### src/sv/dilp_pkg.sv
// ----------------------------------------------------------------------------
// dilp_pkg
// types and constants shared by the dictionary index line parser
// ----------------------------------------------------------------------------
package dilp_pkg;

    typedef enum logic [1:0] {
        KIND_KEY     = 2'd0,
        KIND_RECORD  = 2'd1,
        KIND_DISCARD = 2'd2
    } t_kind;

    typedef enum logic [1:0] {
        FLD_KEY    = 2'd0,
        FLD_OFFSET = 2'd1,
        FLD_LENGTH = 2'd2,
        FLD_REST   = 2'd3
    } t_field;

    localparam logic [7:0] CH_TAB       = 8'h09;
    localparam logic [7:0] CH_LF        = 8'h0A;
    localparam logic [7:0] CH_LEAD      = 8'hD0;
    localparam logic [7:0] CH_LEAD_ALT  = 8'hD1;
    localparam logic [7:0] CASE_DELTA   = 8'h20;
    localparam logic [7:0] CYR_LO_FIRST = 8'h90;
    localparam logic [7:0] CYR_LO_LAST  = 8'h9F;
    localparam logic [7:0] CYR_HI_FIRST = 8'hA0;
    localparam logic [7:0] CYR_HI_LAST  = 8'hAF;

    localparam logic [5:0] B64_LOWER_BASE = 6'd26;
    localparam logic [5:0] B64_DIGIT_BASE = 6'd52;
    localparam logic [5:0] B64_PLUS       = 6'd62;
    localparam logic [5:0] B64_SLASH      = 6'd63;

    localparam int OBUF_DEPTH = 4;
    localparam int OBUF_AW    = $clog2(OBUF_DEPTH);

    typedef struct packed {
        logic [7:0] data_byte;
        logic       end_of_input;
    } t_in;

    typedef struct packed {
        t_kind       result_kind;
        logic [7:0]  key_byte;
        logic [31:0] record_offset;
        logic [31:0] record_length;
        logic        value_overflow;
        logic        last_result;
    } t_out;

    typedef struct packed {
        logic [1:0] count;
        t_out       first;
        t_out       second;
    } t_push;

    // valid flag on top, digit value below
    function automatic logic [6:0] b64_digit(input logic [7:0] b);
        logic [6:0] r;
        r = 7'd0;
        if (b inside {["A":"Z"]}) begin
            r = {1'b1, 6'(b - 8'h41)};
        end else if (b inside {["a":"z"]}) begin
            r = {1'b1, 6'(b - 8'h61) + B64_LOWER_BASE};
        end else if (b inside {["0":"9"]}) begin
            r = {1'b1, 6'(b - 8'h30) + B64_DIGIT_BASE};
        end else if (b == 8'h2B) begin
            r = {1'b1, B64_PLUS};
        end else if (b == 8'h2F) begin
            r = {1'b1, B64_SLASH};
        end
        return r;
    endfunction

    function automatic t_out key_result(input logic [7:0] b);
        t_out r;
        r = '0;
        r.result_kind = KIND_KEY;
        r.key_byte    = b;
        return r;
    endfunction

endpackage

### src/sv/dilp_chan_if.sv
// ----------------------------------------------------------------------------
// dilp_chan_if
// valid/ready channel carrying one payload per transfer
// ----------------------------------------------------------------------------
interface dilp_chan_if #(
    parameter type T = logic
) ();
    logic valid;
    logic ready;
    T     data;

    modport source (output valid, output data, input ready);
    modport sink   (input valid, input data, output ready);
endinterface

### src/sv/dict_index_line_parser_core.sv
// latency: a result can be taken in the cycle after its byte is transferred in
// throughput: one byte per cycle while the four-entry result queue has room for two;
// a byte that gives two results writes both into the queue together; they leave it one per transfer
// reset: synchronous, active low; clears line state and empties the queue
// ----------------------------------------------------------------------------
// dict_index_line_parser_core
// parses index lines into folded key bytes, discard results and decoded offset/length records
// ----------------------------------------------------------------------------
module dict_index_line_parser_core #(
    parameter int VALUE_BITS = 32
) (
    input  logic        i_clk,
    input  logic        i_rst_n,
    dilp_chan_if.sink   i_in,
    dilp_chan_if.source o_out
);

    logic            space;
    logic            accept;
    dilp_pkg::t_push push;

    assign i_in.ready = space;
    assign accept     = i_in.valid & space;

    dilp_parse #(
        .VALUE_BITS (VALUE_BITS)
    ) u_parse (
        .i_clk    (i_clk),
        .i_rst_n  (i_rst_n),
        .i_accept (accept),
        .i_item   (i_in.data),
        .o_push   (push)
    );

    dilp_obuf u_obuf (
        .i_clk   (i_clk),
        .i_rst_n (i_rst_n),
        .i_push  (push),
        .o_space (space),
        .o_out   (o_out)
    );

endmodule

### src/sv/dilp_parse.sv
// ----------------------------------------------------------------------------
// dilp_parse
// line state, key case folding and base64 field decoding for one byte
// ----------------------------------------------------------------------------
module dilp_parse #(
    parameter int VALUE_BITS = 32
) (
    input  logic            i_clk,
    input  logic            i_rst_n,
    input  logic            i_accept,
    input  dilp_pkg::t_in   i_item,
    output dilp_pkg::t_push o_push
);

    dilp_pkg::t_field        r_field, n_field;
    logic                    r_lead, n_lead;
    logic                    r_nonempty, n_nonempty;
    logic [VALUE_BITS-1:0]   r_off, n_off;
    logic                    r_off_stop, n_off_stop;
    logic [VALUE_BITS-1:0]   r_len, n_len;
    logic                    r_len_stop, n_len_stop;
    logic                    r_ovf, n_ovf;

    logic [7:0]              b;
    logic [6:0]              dig;
    logic                    close_req;
    logic [63:0]             ext_off;
    logic [63:0]             ext_len;
    dilp_pkg::t_out          closing;
    dilp_pkg::t_out          res [2];
    logic [1:0]              cnt;

    assign b       = i_item.data_byte;
    assign dig     = dilp_pkg::b64_digit(b);
    assign ext_off = 64'(r_off);
    assign ext_len = 64'(r_len);

    always_comb begin
        closing = '0;
        if (r_field == dilp_pkg::FLD_LENGTH || r_field == dilp_pkg::FLD_REST) begin
            closing.result_kind    = dilp_pkg::KIND_RECORD;
            closing.record_offset  = ext_off[31:0];
            closing.record_length  = ext_len[31:0];
            closing.value_overflow = r_ovf | (|ext_off[63:32]) | (|ext_len[63:32]);
        end else begin
            closing.result_kind = dilp_pkg::KIND_DISCARD;
        end
    end

    always_comb begin
        n_field    = r_field;
        n_lead     = r_lead;
        n_nonempty = r_nonempty;
        n_off      = r_off;
        n_off_stop = r_off_stop;
        n_len      = r_len;
        n_len_stop = r_len_stop;
        n_ovf      = r_ovf;
        res[0]     = '0;
        res[1]     = '0;
        cnt        = 2'd0;
        close_req  = 1'b0;
        if (i_accept) begin
            if (i_item.end_of_input) begin
                close_req = r_nonempty | r_lead;
            end else if (b == dilp_pkg::CH_LF) begin
                close_req = 1'b1;
            end else begin
                n_nonempty = 1'b1;
                case (r_field)
                    dilp_pkg::FLD_KEY: begin
                        if (b == dilp_pkg::CH_TAB) begin
                            if (r_lead) begin
                                res[0] = dilp_pkg::key_result(dilp_pkg::CH_LEAD);
                                cnt    = 2'd1;
                            end
                            n_lead  = 1'b0;
                            n_field = dilp_pkg::FLD_OFFSET;
                        end else if (r_lead) begin
                            n_lead = 1'b0;
                            cnt    = 2'd2;
                            if (b inside {[dilp_pkg::CYR_LO_FIRST:dilp_pkg::CYR_LO_LAST]}) begin
                                res[0] = dilp_pkg::key_result(dilp_pkg::CH_LEAD);
                                res[1] = dilp_pkg::key_result(b + dilp_pkg::CASE_DELTA);
                            end else if (b inside
                                    {[dilp_pkg::CYR_HI_FIRST:dilp_pkg::CYR_HI_LAST]}) begin
                                res[0] = dilp_pkg::key_result(dilp_pkg::CH_LEAD_ALT);
                                res[1] = dilp_pkg::key_result(b - dilp_pkg::CASE_DELTA);
                            end else begin
                                res[0] = dilp_pkg::key_result(dilp_pkg::CH_LEAD);
                                res[1] = dilp_pkg::key_result(b);
                            end
                        end else if (b == dilp_pkg::CH_LEAD) begin
                            n_lead = 1'b1;
                        end else if (b inside {["A":"Z"]}) begin
                            res[0] = dilp_pkg::key_result(b + dilp_pkg::CASE_DELTA);
                            cnt    = 2'd1;
                        end else begin
                            res[0] = dilp_pkg::key_result(b);
                            cnt    = 2'd1;
                        end
                    end
                    dilp_pkg::FLD_OFFSET: begin
                        if (b == dilp_pkg::CH_TAB) begin
                            n_field = dilp_pkg::FLD_LENGTH;
                        end else if (!r_off_stop) begin
                            if (!dig[6]) begin
                                n_off_stop = 1'b1;
                            end else begin
                                if (|r_off[VALUE_BITS-1 -: 6]) begin
                                    n_ovf = 1'b1;
                                end
                                n_off = {r_off[VALUE_BITS-7:0], dig[5:0]};
                            end
                        end
                    end
                    dilp_pkg::FLD_LENGTH: begin
                        if (b == dilp_pkg::CH_TAB) begin
                            n_field = dilp_pkg::FLD_REST;
                        end else if (!r_len_stop) begin
                            if (!dig[6]) begin
                                n_len_stop = 1'b1;
                            end else begin
                                if (|r_len[VALUE_BITS-1 -: 6]) begin
                                    n_ovf = 1'b1;
                                end
                                n_len = {r_len[VALUE_BITS-7:0], dig[5:0]};
                            end
                        end
                    end
                    default: begin
                    end
                endcase
            end
            if (close_req) begin
                if (r_lead) begin
                    res[0] = dilp_pkg::key_result(dilp_pkg::CH_LEAD);
                    res[1] = closing;
                    cnt    = 2'd2;
                end else begin
                    res[0] = closing;
                    cnt    = 2'd1;
                end
                n_field    = dilp_pkg::FLD_KEY;
                n_lead     = 1'b0;
                n_nonempty = 1'b0;
                n_off      = '0;
                n_off_stop = 1'b0;
                n_len      = '0;
                n_len_stop = 1'b0;
                n_ovf      = 1'b0;
            end
            if (cnt != 2'd0) begin
                res[1'(cnt - 2'd1)].last_result = 1'b1;
            end
        end
    end

    assign o_push.count  = cnt;
    assign o_push.first  = res[0];
    assign o_push.second = res[1];

    always_ff @(posedge i_clk) begin
        if (!i_rst_n) begin
            r_field    <= dilp_pkg::FLD_KEY;
            r_lead     <= 1'b0;
            r_nonempty <= 1'b0;
            r_off      <= '0;
            r_off_stop <= 1'b0;
            r_len      <= '0;
            r_len_stop <= 1'b0;
            r_ovf      <= 1'b0;
        end else begin
            r_field    <= n_field;
            r_lead     <= n_lead;
            r_nonempty <= n_nonempty;
            r_off      <= n_off;
            r_off_stop <= n_off_stop;
            r_len      <= n_len;
            r_len_stop <= n_len_stop;
            r_ovf      <= n_ovf;
        end
    end

endmodule

### src/sv/dilp_obuf.sv
// ----------------------------------------------------------------------------
// dilp_obuf
// result queue taking up to two results per cycle, giving one per transfer
// ----------------------------------------------------------------------------
module dilp_obuf (
    input  logic            i_clk,
    input  logic            i_rst_n,
    input  dilp_pkg::t_push i_push,
    output logic            o_space,
    dilp_chan_if.source     o_out
);

    localparam int CW = dilp_pkg::OBUF_AW + 1;

    dilp_pkg::t_out                r_mem [dilp_pkg::OBUF_DEPTH];
    logic [dilp_pkg::OBUF_AW-1:0]  r_wp, n_wp;
    logic [dilp_pkg::OBUF_AW-1:0]  r_rp, n_rp;
    logic [CW-1:0]                 r_count, n_count;
    logic                          pop;
    logic [dilp_pkg::OBUF_AW-1:0]  wp_next;

    assign o_space     = (r_count <= CW'(dilp_pkg::OBUF_DEPTH - 2));
    assign o_out.valid = (r_count != '0);
    assign o_out.data  = r_mem[r_rp];
    assign pop         = o_out.valid & o_out.ready;
    assign wp_next     = r_wp + dilp_pkg::OBUF_AW'(1);

    always_comb begin
        n_wp    = r_wp + dilp_pkg::OBUF_AW'(i_push.count);
        n_rp    = r_rp + dilp_pkg::OBUF_AW'(pop);
        n_count = r_count + CW'(i_push.count) - CW'(pop);
    end

    always_ff @(posedge i_clk) begin
        if (i_push.count != 2'd0) begin
            r_mem[r_wp] <= i_push.first;
        end
        if (i_push.count == 2'd2) begin
            r_mem[wp_next] <= i_push.second;
        end
    end

    always_ff @(posedge i_clk) begin
        if (!i_rst_n) begin
            r_wp    <= '0;
            r_rp    <= '0;
            r_count <= '0;
        end else begin
            r_wp    <= n_wp;
            r_rp    <= n_rp;
            r_count <= n_count;
        end
    end

endmodule
### src/flat_wrapper.sv
// flat-port wrapper written by rule: the top's interface ports become plain ports
module dict_index_line_parser_core_flat 
#(
    parameter int VALUE_BITS = 32
)
  (i_clk, i_rst_n, i_in_valid, i_in_data, i_in_ready, o_out_valid, o_out_data, o_out_ready);
  dilp_chan_if i_in_i ();
  dilp_chan_if o_out_i ();
  input  logic i_clk;
  input  logic i_rst_n;
  input wire logic [$bits(i_in_i.valid)-1:0] i_in_valid;
  input wire logic [$bits(i_in_i.data)-1:0] i_in_data;
  output wire logic [$bits(i_in_i.ready)-1:0] i_in_ready;
  output wire logic [$bits(o_out_i.valid)-1:0] o_out_valid;
  output wire logic [$bits(o_out_i.data)-1:0] o_out_data;
  input wire logic [$bits(o_out_i.ready)-1:0] o_out_ready;
  assign i_in_i.valid = i_in_valid;
  assign i_in_i.data = i_in_data;
  assign i_in_ready = i_in_i.ready;
  assign o_out_valid = o_out_i.valid;
  assign o_out_data = o_out_i.data;
  assign o_out_i.ready = o_out_ready;
  dict_index_line_parser_core #(.VALUE_BITS(VALUE_BITS)) u_core (.i_clk(i_clk), .i_rst_n(i_rst_n), .i_in(i_in_i), .o_out(o_out_i));
endmodule
### config.mk
export PLATFORM = sky130hd
export DESIGN_NAME = dict_index_line_parser_core_flat
export DESIGN_NICKNAME = d
export VERILOG_FILES = /design/src/sv/dilp_pkg.sv /design/src/sv/dilp_chan_if.sv /design/src/sv/dict_index_line_parser_core.sv /design/src/sv/dilp_parse.sv /design/src/sv/dilp_obuf.sv /design/src/flat_wrapper.sv
export SDC_FILE = /design/constraint.sdc
export NUM_CORES = 1
export LEC_CHECK = 0
export BUFFER_PORTS_ARGS = -buffer_cell sky130_fd_sc_hd__buf_4
export CORE_ASPECT_RATIO = 1.75
export CORE_MARGIN = 2
export CORE_UTILIZATION = 30
export CTS_BUF_LIST = sky130_fd_sc_hd__clkbuf_16
export DETAILED_ROUTE_END_ITERATION = 7
export GPL_TIMING_DRIVEN = 0
export PLACE_DENSITY = 0.51
export SYNTH_ARGS = -nofsm -noshare
export SYNTH_HDL_FRONTEND = slang
export SYNTH_HIERARCHICAL = 1
export SYNTH_SLANG_ARGS = --single-unit
### constraint.sdc
create_clock -name i_clk -period 3.15 [get_ports i_clk]
set_clock_uncertainty 0.1 [all_clocks]
set_input_delay 0.4725 -clock i_clk [delete_from_list [all_inputs] [get_ports i_clk]]
set_output_delay 0.4725 -clock i_clk [all_outputs]
set_load 0.005 [all_outputs]
==> results.md, run 1 <==
- Core area: between 3000 and 4000 um2
- Clock root buffer: clkbuf_16
- I/O pin total: 8
- Initial DRC Count: 29
- Final setup margin: approximately 0.31 ns
- Worst min-delay path class: reg -> reg
- Mean post-synth cell area: between 9 and 10 um2
- Layout net count: 168
- Final WL: around 2200 um
- Leakage: ~0.00056 uW
- DRT Pass-1 Iters: 4
- Status: completed
- # setup viols final: 0
- Power Density: ~590 nW/um2
- Fin. max-slew vios: 0
- Setup Fix Bufs, Post-CTS: 0
- Post-CTS sizing: 0
- Mapped Cells: approximately 130
- Critical Path Sink: u_core/u_obuf/r_count[2]$_SDFF_PN0_
- Most common cell after layout, fill and taps aside: conb_1
- Startpoint class of the critical path: input pin
- Tmin final: 2.844 ns
- ANT nets after route: 0
- Endpoint class of the critical path: flip-flop
- CTS H-tree depth: 1
- Die Y-Extent: 85.68 um
- CTS Hold Bufs: 0
- Post-DP HPWL: 1794 um
- Vias per inst: ~4.7
- Port Buf Inserts: 7
- Hold Fails Final Rpt: 0
- # diodes: 0
- Flop2flop setup slack: between 0.4 and 0.5 ns
- Placement Cell Area: around 1300 um2
- CTS clock-pin slew for the worst setup and hold paths: roughly 0.05 ns
- MaxCap Viol Count: 0
- GR Util All Layers: 0.1155
- Routability-driven placement congestion ratio: a little over 0.8
- Crit path launch: i_in_data
- Die area: between 4000 and 5000 um2
- Register-to-Register Path Depth: 10
- Layout cells sized above 1: 0.1733
- Num CTS Buffers: 3
- Crit path max fanout: 6
- Total gr overflow: 0
- Final Power: around 800 uW
- Crit path DAT: 2.88 ns
- Routed len/inst: between 10 and 15 um
- Maximum vdd ir drop: approximately 0.26 mV
- Period utilisation layout: 0.9030
- First-pass GRT wire length: between 3000 and 4000 um
- Fin area: 1381 um2
- Initial Util: 0.3152
- Die Wd: roughly 51 um
- Post-Syn Area: 1144 um2
- Critical path class: in -> reg
- Largest net degree at the start of global routing: 11
- Pre-CTS WS: -0.09128 ns
- Worst r2r dst: u_core/u_obuf/r_count[2]$_SDFF_PN0_
- WHS Path Cells: 2
- DRC: 0
- Vias: 919
- Clock Tree Buf Depth: 2
- Reg-to-reg startpoint: u_core/u_obuf/r_count[0]$_SDFF_PN0_
- Synth warn: 6
- Clock Sink Count: 15
- Initial antenna violation count: 0
- RSZ-0062 raised after global routing: no
- Fmax: around 350 MHz
- Req. time, crit path: ~3.2 ns
- CTS tree: done
- Clock Latency Late Sink: about 0.24 ns
- Vias in the first global route: around 950
- Area growth, synth to finish: 20.79%
- FP Rows: 29
- Commonest non-fill, non-tap cells in the layout: conb_1 (13), inv_1 (11), ha_1 (11), dfxtp_1 (11), buf_4 (10)
==> metal layers <==
metal | up-vias | part of all wire | GRT usage
li1 | 465 | - | -
met1 | 433 | 0.37 | 0.09817
met2 | 17 | 0.58 | 0.2309
met5 | - | 0 | 0
met3 | 4 | 0.025 | 0.01742
met4 | 0 | 0.025 | 0.07862
==> report_power, final <==
| part | internal [uW] | total [uW] | switching, uW |
|---|---|---|---|
| Sequential | 236 | 287 | 50.7 |
| Combinational | 161 | 284 | 122 |
| Clock | 168 | 243 | 75.3 |
==> metrics by stage <==
step | util | hold WS [ns] | setup TNS, ns | cells
after floorplan | - | 0.3480 | 0 | 139
after global placement | 0.3579 | 0.3611 | -0.04526 | 192
after global routing | 0.3807 | 0.4079 | 0 | 196
final | 0.3807 | 0.3779 | 0 | 196
after CTS | 0.3797 | 0.3873 | 0 | 196
after detailed placement | 0.3579 | 0.3808 | -0.09128 | 192
==> how the worst min path moves through the flow <==
stage,startpoint,end,slack [ns]
after floorplan,u_core/u_parse/r_field[0]$_SDFFE_PN0P_,u_core/u_parse/r_field[0]$_SDFFE_PN0P_,0.35
after global placement,u_core/u_parse/r_field[0]$_SDFFE_PN0P_,u_core/u_parse/r_field[0]$_SDFFE_PN0P_,0.36
after detailed placement,u_core/u_parse/r_field[0]$_SDFFE_PN0P_,u_core/u_parse/r_field[0]$_SDFFE_PN0P_,0.38
after CTS,u_core/u_parse/r_field[0]$_SDFFE_PN0P_,u_core/u_parse/r_field[0]$_SDFFE_PN0P_,0.39
after global routing,i_rst_n,u_core/u_obuf/r_wp[0]$_SDFF_PN0_,0.41
final,u_core/u_parse/r_field[0]$_SDFFE_PN0P_,u_core/u_parse/r_field[0]$_SDFFE_PN0P_,0.38
==> flip-flops by register name, summed over array words and instances, names as in the netlist <==
register	flops
u_core/u_parse/r_field	2
u_core/u_obuf/r_mem	4
u_core/u_obuf/r_count	3
u_core/u_parse/r_nonempty	1
u_core/u_obuf/r_rp	2
u_core/u_parse/r_lead	1
u_core/u_obuf/r_wp	2
==> worst max-delay path, cell delays in order <==
cell      delay (ns)
buf_4           0.12
a31oi_1         0.16
clkbuf_1        0.27
nand3_1         0.16
a21oi_2         0.33
inv_1           0.13
ha_1            0.33
fa_1            0.44
xor2_1          0.18
xnor2_1         0.13
and2_1          0.14
==> area by class of cell <==
class,count,area [um2]
fill,382,2247
clock buffer,3,75.07
tap,46,57.56
buffer,12,61.31
clock inverter,1,3.754
sequential,15,340.3
multi-input combinational,102,753.2
inverter,10,37.54
timing repair buffer,7,52.55
No activity file was read; power rests on OpenSTA's default activity.
==> run 2, diff against run 1 <==
--- a/config.mk
+++ b/config.mk
@@ -6,14 +6,12 @@
 export NUM_CORES = 1
 export LEC_CHECK = 0
 export BUFFER_PORTS_ARGS = -buffer_cell sky130_fd_sc_hd__buf_4
-export CORE_ASPECT_RATIO = 1.75
-export CORE_MARGIN = 2
-export CORE_UTILIZATION = 30
+export CORE_AREA = 2 2 39 41
 export CTS_BUF_LIST = sky130_fd_sc_hd__clkbuf_16
 export DETAILED_ROUTE_END_ITERATION = 7
+export DIE_AREA = 0 0 41 43
 export GPL_TIMING_DRIVEN = 0
-export PLACE_DENSITY = 0.51
+export PLACE_DENSITY = 0.72
 export SYNTH_ARGS = -nofsm -noshare
 export SYNTH_HDL_FRONTEND = slang
-export SYNTH_HIERARCHICAL = 1
 export SYNTH_SLANG_ARGS = --single-unit
==> run 2 against run 1 <==
Synthesized area is 48% lower. Synthesized cell count decreased by 61%. Via count decreased by 61%. Clock power down 5%. First-iteration DRC count decreased by 93%. Non-clock buffer count down 12. Final cell count is 61% lower. Combinational power down 35%. Critical endpoint is now u_core.u_obuf.r_count[2]$_SDFF_PN0_.
==> results.md, run 2 <==
- Status: completed
- Largest registers: u_core.u_obuf.r_mem (4), u_core.u_obuf.r_count (3)
- Mapped Cells: 49 (-61%)
- ANT nets after route: 0 (unchanged)
- Final cell count without fillers: 76 (-61%)
- Routability-driven placement congestion ratio: 0.6168 (-24%)
- Worst path cell trace: inv_1 -> ha_1 -> o221ai_2 -> ha_1 -> inv_1 -> ha_1 -> inv_1 -> fa_1 -> xor2_1 -> and2_1
- Startpoint class of the critical path: flip-flop
- Sequential share of the synthesized area: 0.4746
- CTS tree: done
- Leakage: 0.0003329 uW (-41%)
- Asr flop ratio synth: 0
- Synth warn: 0 (-6)
- Setup Fix Bufs, Post-CTS: 0 (unchanged)
- Slew margin rel.: 0.7424
- Hold WS: 0.3728 ns (-0.005050 ns)
- Endpoint class of the critical path: flip-flop
- Worst min-delay path class: reg -> reg
- Period utilisation layout: 0.7707 (-0.1323)
- FP Rows: 14 (-52%)
- Die Y-Extent: 43 um (-50%)
- Largest net degree at the start of global routing: 10 (-1)
- First-pass GRT wire length: 1469 um (-62%)
- Power Density: 867.7 nW/um2 (+47%)
- Synth top area share: 0.2712
- Initial DRC Count: 2 (-93%)
- Worst Max-Slew Pin Slew: around 0.39 ns
- Reg-to-reg startpoint: u_core.u_obuf.r_count[1]$_SDFF_PN0_
- Seq cells post-synth: 12
- I/O pin total: 8 (unchanged)
- Port Buf Inserts: 7 (unchanged)
- Crit path DAT: 2.46 ns (-0.42 ns)
- # diodes: 0 (unchanged)
- Fin area: 742.0 um2 (-46%)
- Top_reg_cell synth: dfxtp_1
- Maximum vdd ir drop: 0.4303 mV (+64%)
- Vias in the first global route: 358 (-62%)
- Area growth, synth to finish: 25.64%
- Die area: 1763 um2 (-59%)
- Most frequent cell after synthesis: dfxtp_1
- Post-synth top cells: dfxtp_1 (8), and2_1 (7), inv_1 (6), ha_1 (5), edfxtp_1 (4)
- Register-to-Register Path Depth: 10 (unchanged)
- Layout net count: 72 (-57%)
- CTS Hold Bufs: 0 (unchanged)
- RSZ-0062 raised after global routing: no
- Most flop-heavy register: u_core.u_obuf.r_mem
- Total negative slack for setup checks: 0 ns (unchanged)
- Critical Path Sink: u_core.u_obuf.r_count[2]$_SDFF_PN0_
- EDFF count, synth: 4
- MaxCap Viol Count: 0 (unchanged)
- Fmax: 411.9 MHz (+17%)
- Initial Util: 0.4268 (+0.1116)
- Critical path class: reg -> reg
- Routed len/inst: 10.92 um (-3.2%)
- DRT Pass-1 Iters: 2 (-2)
- Crit path launch: u_core.u_obuf.r_count[1]$_SDFF_PN0_
- Die Wd: 41 um (-19%)
- DRC: 0 (unchanged)
- Post-CTS sizing: 0 (unchanged)
- Most common cell after layout, fill and taps aside: dfxtp_1
- Commonest non-fill, non-tap cells in the layout: dfxtp_1 (8), and2_1 (7), buf_4 (7)
- Vias per inst: 4.737 (+1.0%)
- Mapped Nets: 60
- Max reg flops: 4 (unchanged)
- Total gr overflow: 0 (unchanged)
- Req. time, crit path: 3.18 ns (about the same)
- Num CTS Buffers: 3 (unchanged)
- Crit path max fanout: 6 (unchanged)
- Post-Syn Area: 590.6 um2 (-48%)
- CP max stage cell: dfxtp_1
- CTS clock-pin slew for the worst setup and hold paths: 0.04 ns (about the same)
- Core area: 1384 um2 (-62%)
- Clock Tree Buf Depth: 2 (unchanged)
- CP max stage delay: 0.39 ns (-0.05 ns)
- Tmin final: 2.428 ns (-0.4166 ns)
- Flop2flop setup slack: 0.72 ns (+0.30 ns)
- Dominant cells by area after synthesis: dfxtp_1 (27%), edfxtp_1 (20%), ha_1 (11%)
- Worst r2r dst: u_core.u_obuf.r_count[2]$_SDFF_PN0_
- Clock Latency Late Sink: 0.24 ns (about the same)
- # setup viols final: 0 (unchanged)
- Final core utilization: 0.5362 (+0.1555)
- Critical Path Stages: 10 (-1)
- Layout cells sized above 1: 0.2667 (+0.09333)
- Buffers and inverters on the worst path: 3 (unchanged)
- Mean post-synth cell area: 12.05 um2 (+34%)
- Post-synth cell types: 19
- Placed Instances: 72 (-63%)
- Cell taking the most area after synthesis: dfxtp_1
- Hold Fails Final Rpt: 0 (unchanged)
- GR Util All Layers: 0.1352 (+0.01964)
- CTS H-tree depth: 1 (unchanged)
- Vias: 360 (-61%)
- Clock root buffer: clkbuf_16
- Post-DP HPWL: 628.6 um (-65%)
- Clock Sink Count: 12 (-3)
- Final WL: 830 um (-62%)
- Initial antenna violation count: 0 (unchanged)
- Fin. max-slew vios: 0 (unchanged)
- Worst path top cell family by delay: adder cells
- Placement Cell Area: 663.1 um2 (-49%)
[run 2: power by group]
part | switching [uW] | internal [uW]
sequential | 30.2 | 197
combinational | 76.6 | 108
clock | 64.4 | 167
total | 171 | 473
[run 2: cell families (layout without fill, tap and decap cells)]
family	count (synthesis)	in the layout	share of synthesized area
AND/OR/NAND/NOR	18	18	0.2140
flip-flops	12	12	0.4746
adder cells (fa/ha/maj)	6	6	0.1398
buffers and inverters	6	17	0.03813
XOR/XNOR	3	3	0.04450
AO/OA/AOI/OAI	2	2	0.03388
multiplexers	2	2	0.05508
[run 2: how the worst min path moves through the flow]
stage | endpoint | cells after the start | startpoint
global placement | u_core.u_parse.r_nonempty$_SDFFE_PN0P_ | 2 | u_core.u_parse.r_nonempty$_SDFFE_PN0P_
finish | u_core.u_parse.r_nonempty$_SDFFE_PN0P_ | 2 | u_core.u_parse.r_nonempty$_SDFFE_PN0P_
floorplan | u_core.u_parse.r_nonempty$_SDFFE_PN0P_ | 2 | u_core.u_parse.r_nonempty$_SDFFE_PN0P_
CTS | u_core.u_parse.r_nonempty$_SDFFE_PN0P_ | 2 | u_core.u_parse.r_nonempty$_SDFFE_PN0P_
global route | u_core.u_parse.r_nonempty$_SDFFE_PN0P_ | 2 | u_core.u_parse.r_nonempty$_SDFFE_PN0P_
detailed placement | u_core.u_parse.r_nonempty$_SDFFE_PN0P_ | 2 | u_core.u_parse.r_nonempty$_SDFFE_PN0P_
[run 2: final cells by class]
type | instances | area [um2]
Clock buffer | 3 | 75.07
Multi-Input combinational cell | 31 | 287.8
Sequential cell | 12 | 280.3
Timing Repair Buffer | 7 | 52.55
Tap cell | 16 | 20.02
Clock inverter | 1 | 3.754
Fill cell | 132 | 641.9
Inverter | 6 | 22.52
[run 2: per-layer routing]
layer	track usage	part of all wire	vias to the layer above	wire length [um]
met5	0	0	-	0
met2	0.1969	0.54	8	447
met1	0.1538	0.42	164	347
met3	0.04712	0.034	2	28
li1	-	-	186	-
met4	0.1000	0.0072	0	6
[run 2: worst register-to-register path: stages (launching register included)]
cell      delay [ns]
dfxtp_1         0.39
inv_1           0.06
ha_1            0.22
o221ai_2        0.32
ha_1            0.30
inv_1           0.05
ha_1            0.13
inv_1           0.05
fa_1            0.37
xor2_1          0.17
and2_1          0.15
[run 2: stage by stage]
step / power, uW / worst slack [ns]
floorplan: 357.2 / 0.8929
global placement: 412.8 / 0.7285
detailed placement: 420.0 / 0.7075
CTS: 658.1 / 0.6768
global route: 699.1 / 0.5102
finish: 643.8 / 0.7222
==> run 3, diff against run 2 <==
--- a/config.mk
+++ b/config.mk
@@ -5,6 +5,7 @@
 export SDC_FILE = /design/constraint.sdc
 export NUM_CORES = 1
 export LEC_CHECK = 0
+export ABC_AREA = 1
 export BUFFER_PORTS_ARGS = -buffer_cell sky130_fd_sc_hd__buf_4
 export CORE_AREA = 2 2 39 41
 export CTS_BUF_LIST = sky130_fd_sc_hd__clkbuf_16
==> constraint.sdc (replaced) <==
create_clock -name i_clk -period 2.1 [get_ports i_clk]
set_clock_uncertainty 0.1 [all_clocks]
set_input_delay 0.315 -clock i_clk [delete_from_list [all_inputs] [get_ports i_clk]]
set_output_delay 0.315 -clock i_clk [all_outputs]
set_load 0.005 [all_outputs]
==> run 3 against run 2 <==
Register-to-register slack worse by 0.62 ns. Total power up 79%. Maximum frequency up 22%. Synthesized area up 1.1%. Clock power up 47%. Non-clock buffer count up 4. Largest power group is now combinational logic. Die area unchanged.
==> results.md, run 3 <==
- Internal Power: 797.7 uW (+69%)
- Area growth, synth to finish: 37.53%
- Maximum vdd ir drop: 0.6283 mV (+46%)
- Clock Latency Late Sink: 0.23 ns (about the same)
- Slew margin rel.: 0.8016 (+0.05924)
- Port Buf Inserts: 7 (unchanged)
- EDFF count, synth: 4 (unchanged)
- Most common cell after layout, fill and taps aside: nand2_1
- Seq cells post-synth: 12 (unchanged)
- Crit path max fanout: 2 (-4)
- Synth Area in Simple Gates: 0.2159 (+0.001950)
- Die Wd: 41 um (unchanged)
- Die area: 1763 um2 (unchanged)
- Multiplexer share of the synthesized area: 0 (-0.05508)
- Largest net degree at the start of global routing: 8 (-2)
- Pre-CTS WS: -0.09414 ns (-0.8017 ns)
- Worst Max-Slew Pin Slew: 0.2970 ns (-0.08949 ns)
- Fmax: 500.6 MHz (+22%)
- Final setup margin: 0.1025 ns (-0.6197 ns)
- Post-Syn Area: 596.8 um2 (+1.1%)
- Synth Area in Compound Gates: 0.04403 (+0.01013)
- Dominant cells by area after synthesis: dfxtp_1 (27%), edfxtp_1 (20%), ha_1 (10%)
- Max reg flops: 4 (unchanged)
- Final-layout fill cell count: 108 (-18%)
- Layout cells sized above 1: 0.3210 (+0.05432)
- # setup viols final: 0 (unchanged)
- # diodes: 0 (unchanged)
- Critical path class: reg -> reg
- Initial DRC Count: 3 (+1)
- Vias: 437 (+21%)
- Post-DP HPWL: 648.9 um (+3.2%)
- Initial antenna violation count: 0 (unchanged)
- Sw Ratio: 0.3058 (+0.03982)
- Leakage: 0.0003856 uW (+16%)
- Die Y-Extent: 43 um (unchanged)
- Layout net count: 93 (+29%)
- First-pass GRT wire length: 1497 um (+1.9%)
- Status: completed
- Mapped Nets: 77 (+28%)
- CTS tree: done
- Hold Fails Final Rpt: 0 (unchanged)
- Mean post-synth cell area: 9.043 um2 (-25%)
- Power Density: 1400 nW/um2 (+61%)
- Worst min-delay path class: in -> reg
- I/O pin total: 8 (unchanged)
- Sequential share of the synthesized area: 0.4696 (-0.004975)
- Routability-driven placement congestion ratio: 0.6822 (+11%)
- Most flop-heavy register: u_core.u_obuf.r_mem
- CTS H-tree depth: 1 (unchanged)
- Tmin final: 1.997 ns (-0.4303 ns)
- Period utilisation layout: 0.9512 (+0.1804)
- XOR/XNOR Fraction of Synth Area: 0.04403 (-0.0004664)
- Post-synth top cells: inv_1 (14), nand2_1 (13), nor2_1 (9), dfxtp_1 (8), ha_1 (5)
- Final core utilization: 0.5931 (+0.05696)
- MaxCap Viol Count: 0 (unchanged)
- Synth top area share: 0.2683 (-0.002843)
- Hold WS: 0.2069 ns (-0.1659 ns)
- Adder-cell area share of the yosys netlist: 0.1384 (-0.001466)
- Fin area: 820.8 um2 (+11%)
- Routed len/inst: 10.14 um (-7.1%)
- CP most frequent cell: inv_1
- Post-synth cell types: 16 (-3)
- Core area: 1384 um2 (unchanged)
- Commonest non-fill, non-tap cells in the layout: nand2_1 (13), inv_1 (12), buf_4 (11)
- CP max stage delay: 0.40 ns (about the same)
- CTS clock-pin slew for the worst setup and hold paths: 0.04 ns (about the same)
- Worst path top cell family by delay: adder cells
- Startpoint class of the critical path: flip-flop
- ANT nets after route: 0 (unchanged)
- Most frequent cell after synthesis: inv_1
- Final WL: 984 um (+19%)
- Buffers and inverters on the worst path: 4 (+1)
- DRC: 0 (unchanged)
- Largest family of logic cells by synthesized area: simple AND/OR/NAND/NOR gates
- Vias in the first global route: 391 (+9.2%)
- Seq pwr share: 0.301 (-0.052)
- Placement Cell Area: 669.4 um2 (+0.94%)
- Fin. max-slew vios: 0 (unchanged)
- Clock root buffer: clkbuf_16
- Synth warn: 0 (unchanged)
- Final Power: 1149 uW (+79%)
- Num CTS Buffers: 3 (unchanged)
- Mapped Cells: 66 (+35%)
- Total gr overflow: 0 (unchanged)
- Psw: 351.4 uW (+110%)
- Clock Sink Count: 12 (unchanged)
- Combinational fraction of design power: 0.404 (+0.116)
- CP max stage cell: fa_2
- Clock Power Share: 0.296 (-0.063)
- GR Util All Layers: 0.1322 (-0.002914)
- FP Rows: 14 (unchanged)
- Clock Tree Buf Depth: 2 (unchanged)
- Crit path DAT: 2.02 ns (-0.44 ns)
- Worst path cell trace: inv_1 -> ha_4 -> inv_2 -> nand2_4 -> nand3_4 -> ha_4 -> inv_1 -> ha_1 -> inv_1 -> fa_2 -> xnor2_2 -> nor2_1
- Endpoint class of the critical path: flip-flop
- Asr flop ratio synth: 0 (unchanged)
- CTS Hold Bufs: 0 (unchanged)
- DRT Pass-1 Iters: 2 (unchanged)
- Cell taking the most area after synthesis: dfxtp_1
- Vias per inst: 4.505 (-4.9%)
- Req. time, crit path: 2.12 ns (-1.06 ns)
- Initial Util: 0.4313 (+0.004521)
- Top_reg_cell synth: dfxtp_1
- Largest registers: u_core.u_obuf.r_mem (4), u_core.u_obuf.r_count (3)
[run 3: path summary, 6_finish.rpt]
check / start / endpoint / slack [ns] / cells after the start
setup / recovery: u_core.u_obuf.r_count[2]$_SDFF_PN0_ / u_core.u_obuf.r_count[2]$_SDFF_PN0_ / 0.10 / 12
hold / removal: i_rst_n / u_core.u_obuf.r_wp[0]$_SDFF_PN0_ / 0.21 / 3
setup reg to reg: u_core.u_obuf.r_count[2]$_SDFF_PN0_ / u_core.u_obuf.r_count[2]$_SDFF_PN0_ / 0.10 / 12
hold reg to reg: u_core.u_parse.r_nonempty$_SDFFE_PN0P_ / u_core.u_parse.r_nonempty$_SDFFE_PN0P_ / 0.38 / 2
[run 3: tightest hold or removal path, stage by stage]
cell and delay, ns:
buf_4 0.11, nand2_1 0.05, inv_1 0.04
[run 3: cell families after synthesis]
logic type,count (synthesis)
AO/OA/AOI/OAI,4
XOR/XNOR,3
adder cells (fa/ha/maj),6
buffers and inverters,14
flip-flops,12
AND/OR/NAND/NOR,27
[run 3: through the flow]
step | instances | setup TNS [ns]
3_5_place_dp | 89 | -0.1133
2_1_floorplan | 66 | 0
4_1_cts | 95 | 0
5_1_grt | 97 | -0.02355
6_report | 97 | 0
3_3_place_gp | 89 | -0.08785
[run 3: area by class of cell]
type,count,area (um2),share of cell area
well taps,16,20.02,0.02439
repair buffers,11,82.58,0.1006
clock buffers,3,75.07,0.09146
flip-flops and latches,12,282.8,0.3445
inverters,14,52.55,0.06402
multi-input cells,40,304.0,0.3704
clock inverters,1,3.754,0.004573
[run 3: timing repair]
item                                    CTS  global route
endpoints found under the setup margin    2             2
gates resized for setup                   1            10
buffers inserted                          2             2
pin swaps                                 2             5
[run 3: layer usage]
layer / global-route usage / wire [um]
met1: 0.1443 / 447
met4: 0.08000 / 14
met5: 0 / 0
met3: 0.04712 / 21
met2: 0.2063 / 501
[run 3: power groups by stage]
stage,Sequential [uW],Clock [uW],Combinational [uW]
4_1_cts,339,346,367
5_1_grt,352,360,524
3_5_place_dp,345,0,342
2_1_floorplan,336,0,247
3_3_place_gp,342,0,336
6_report,346,340,464
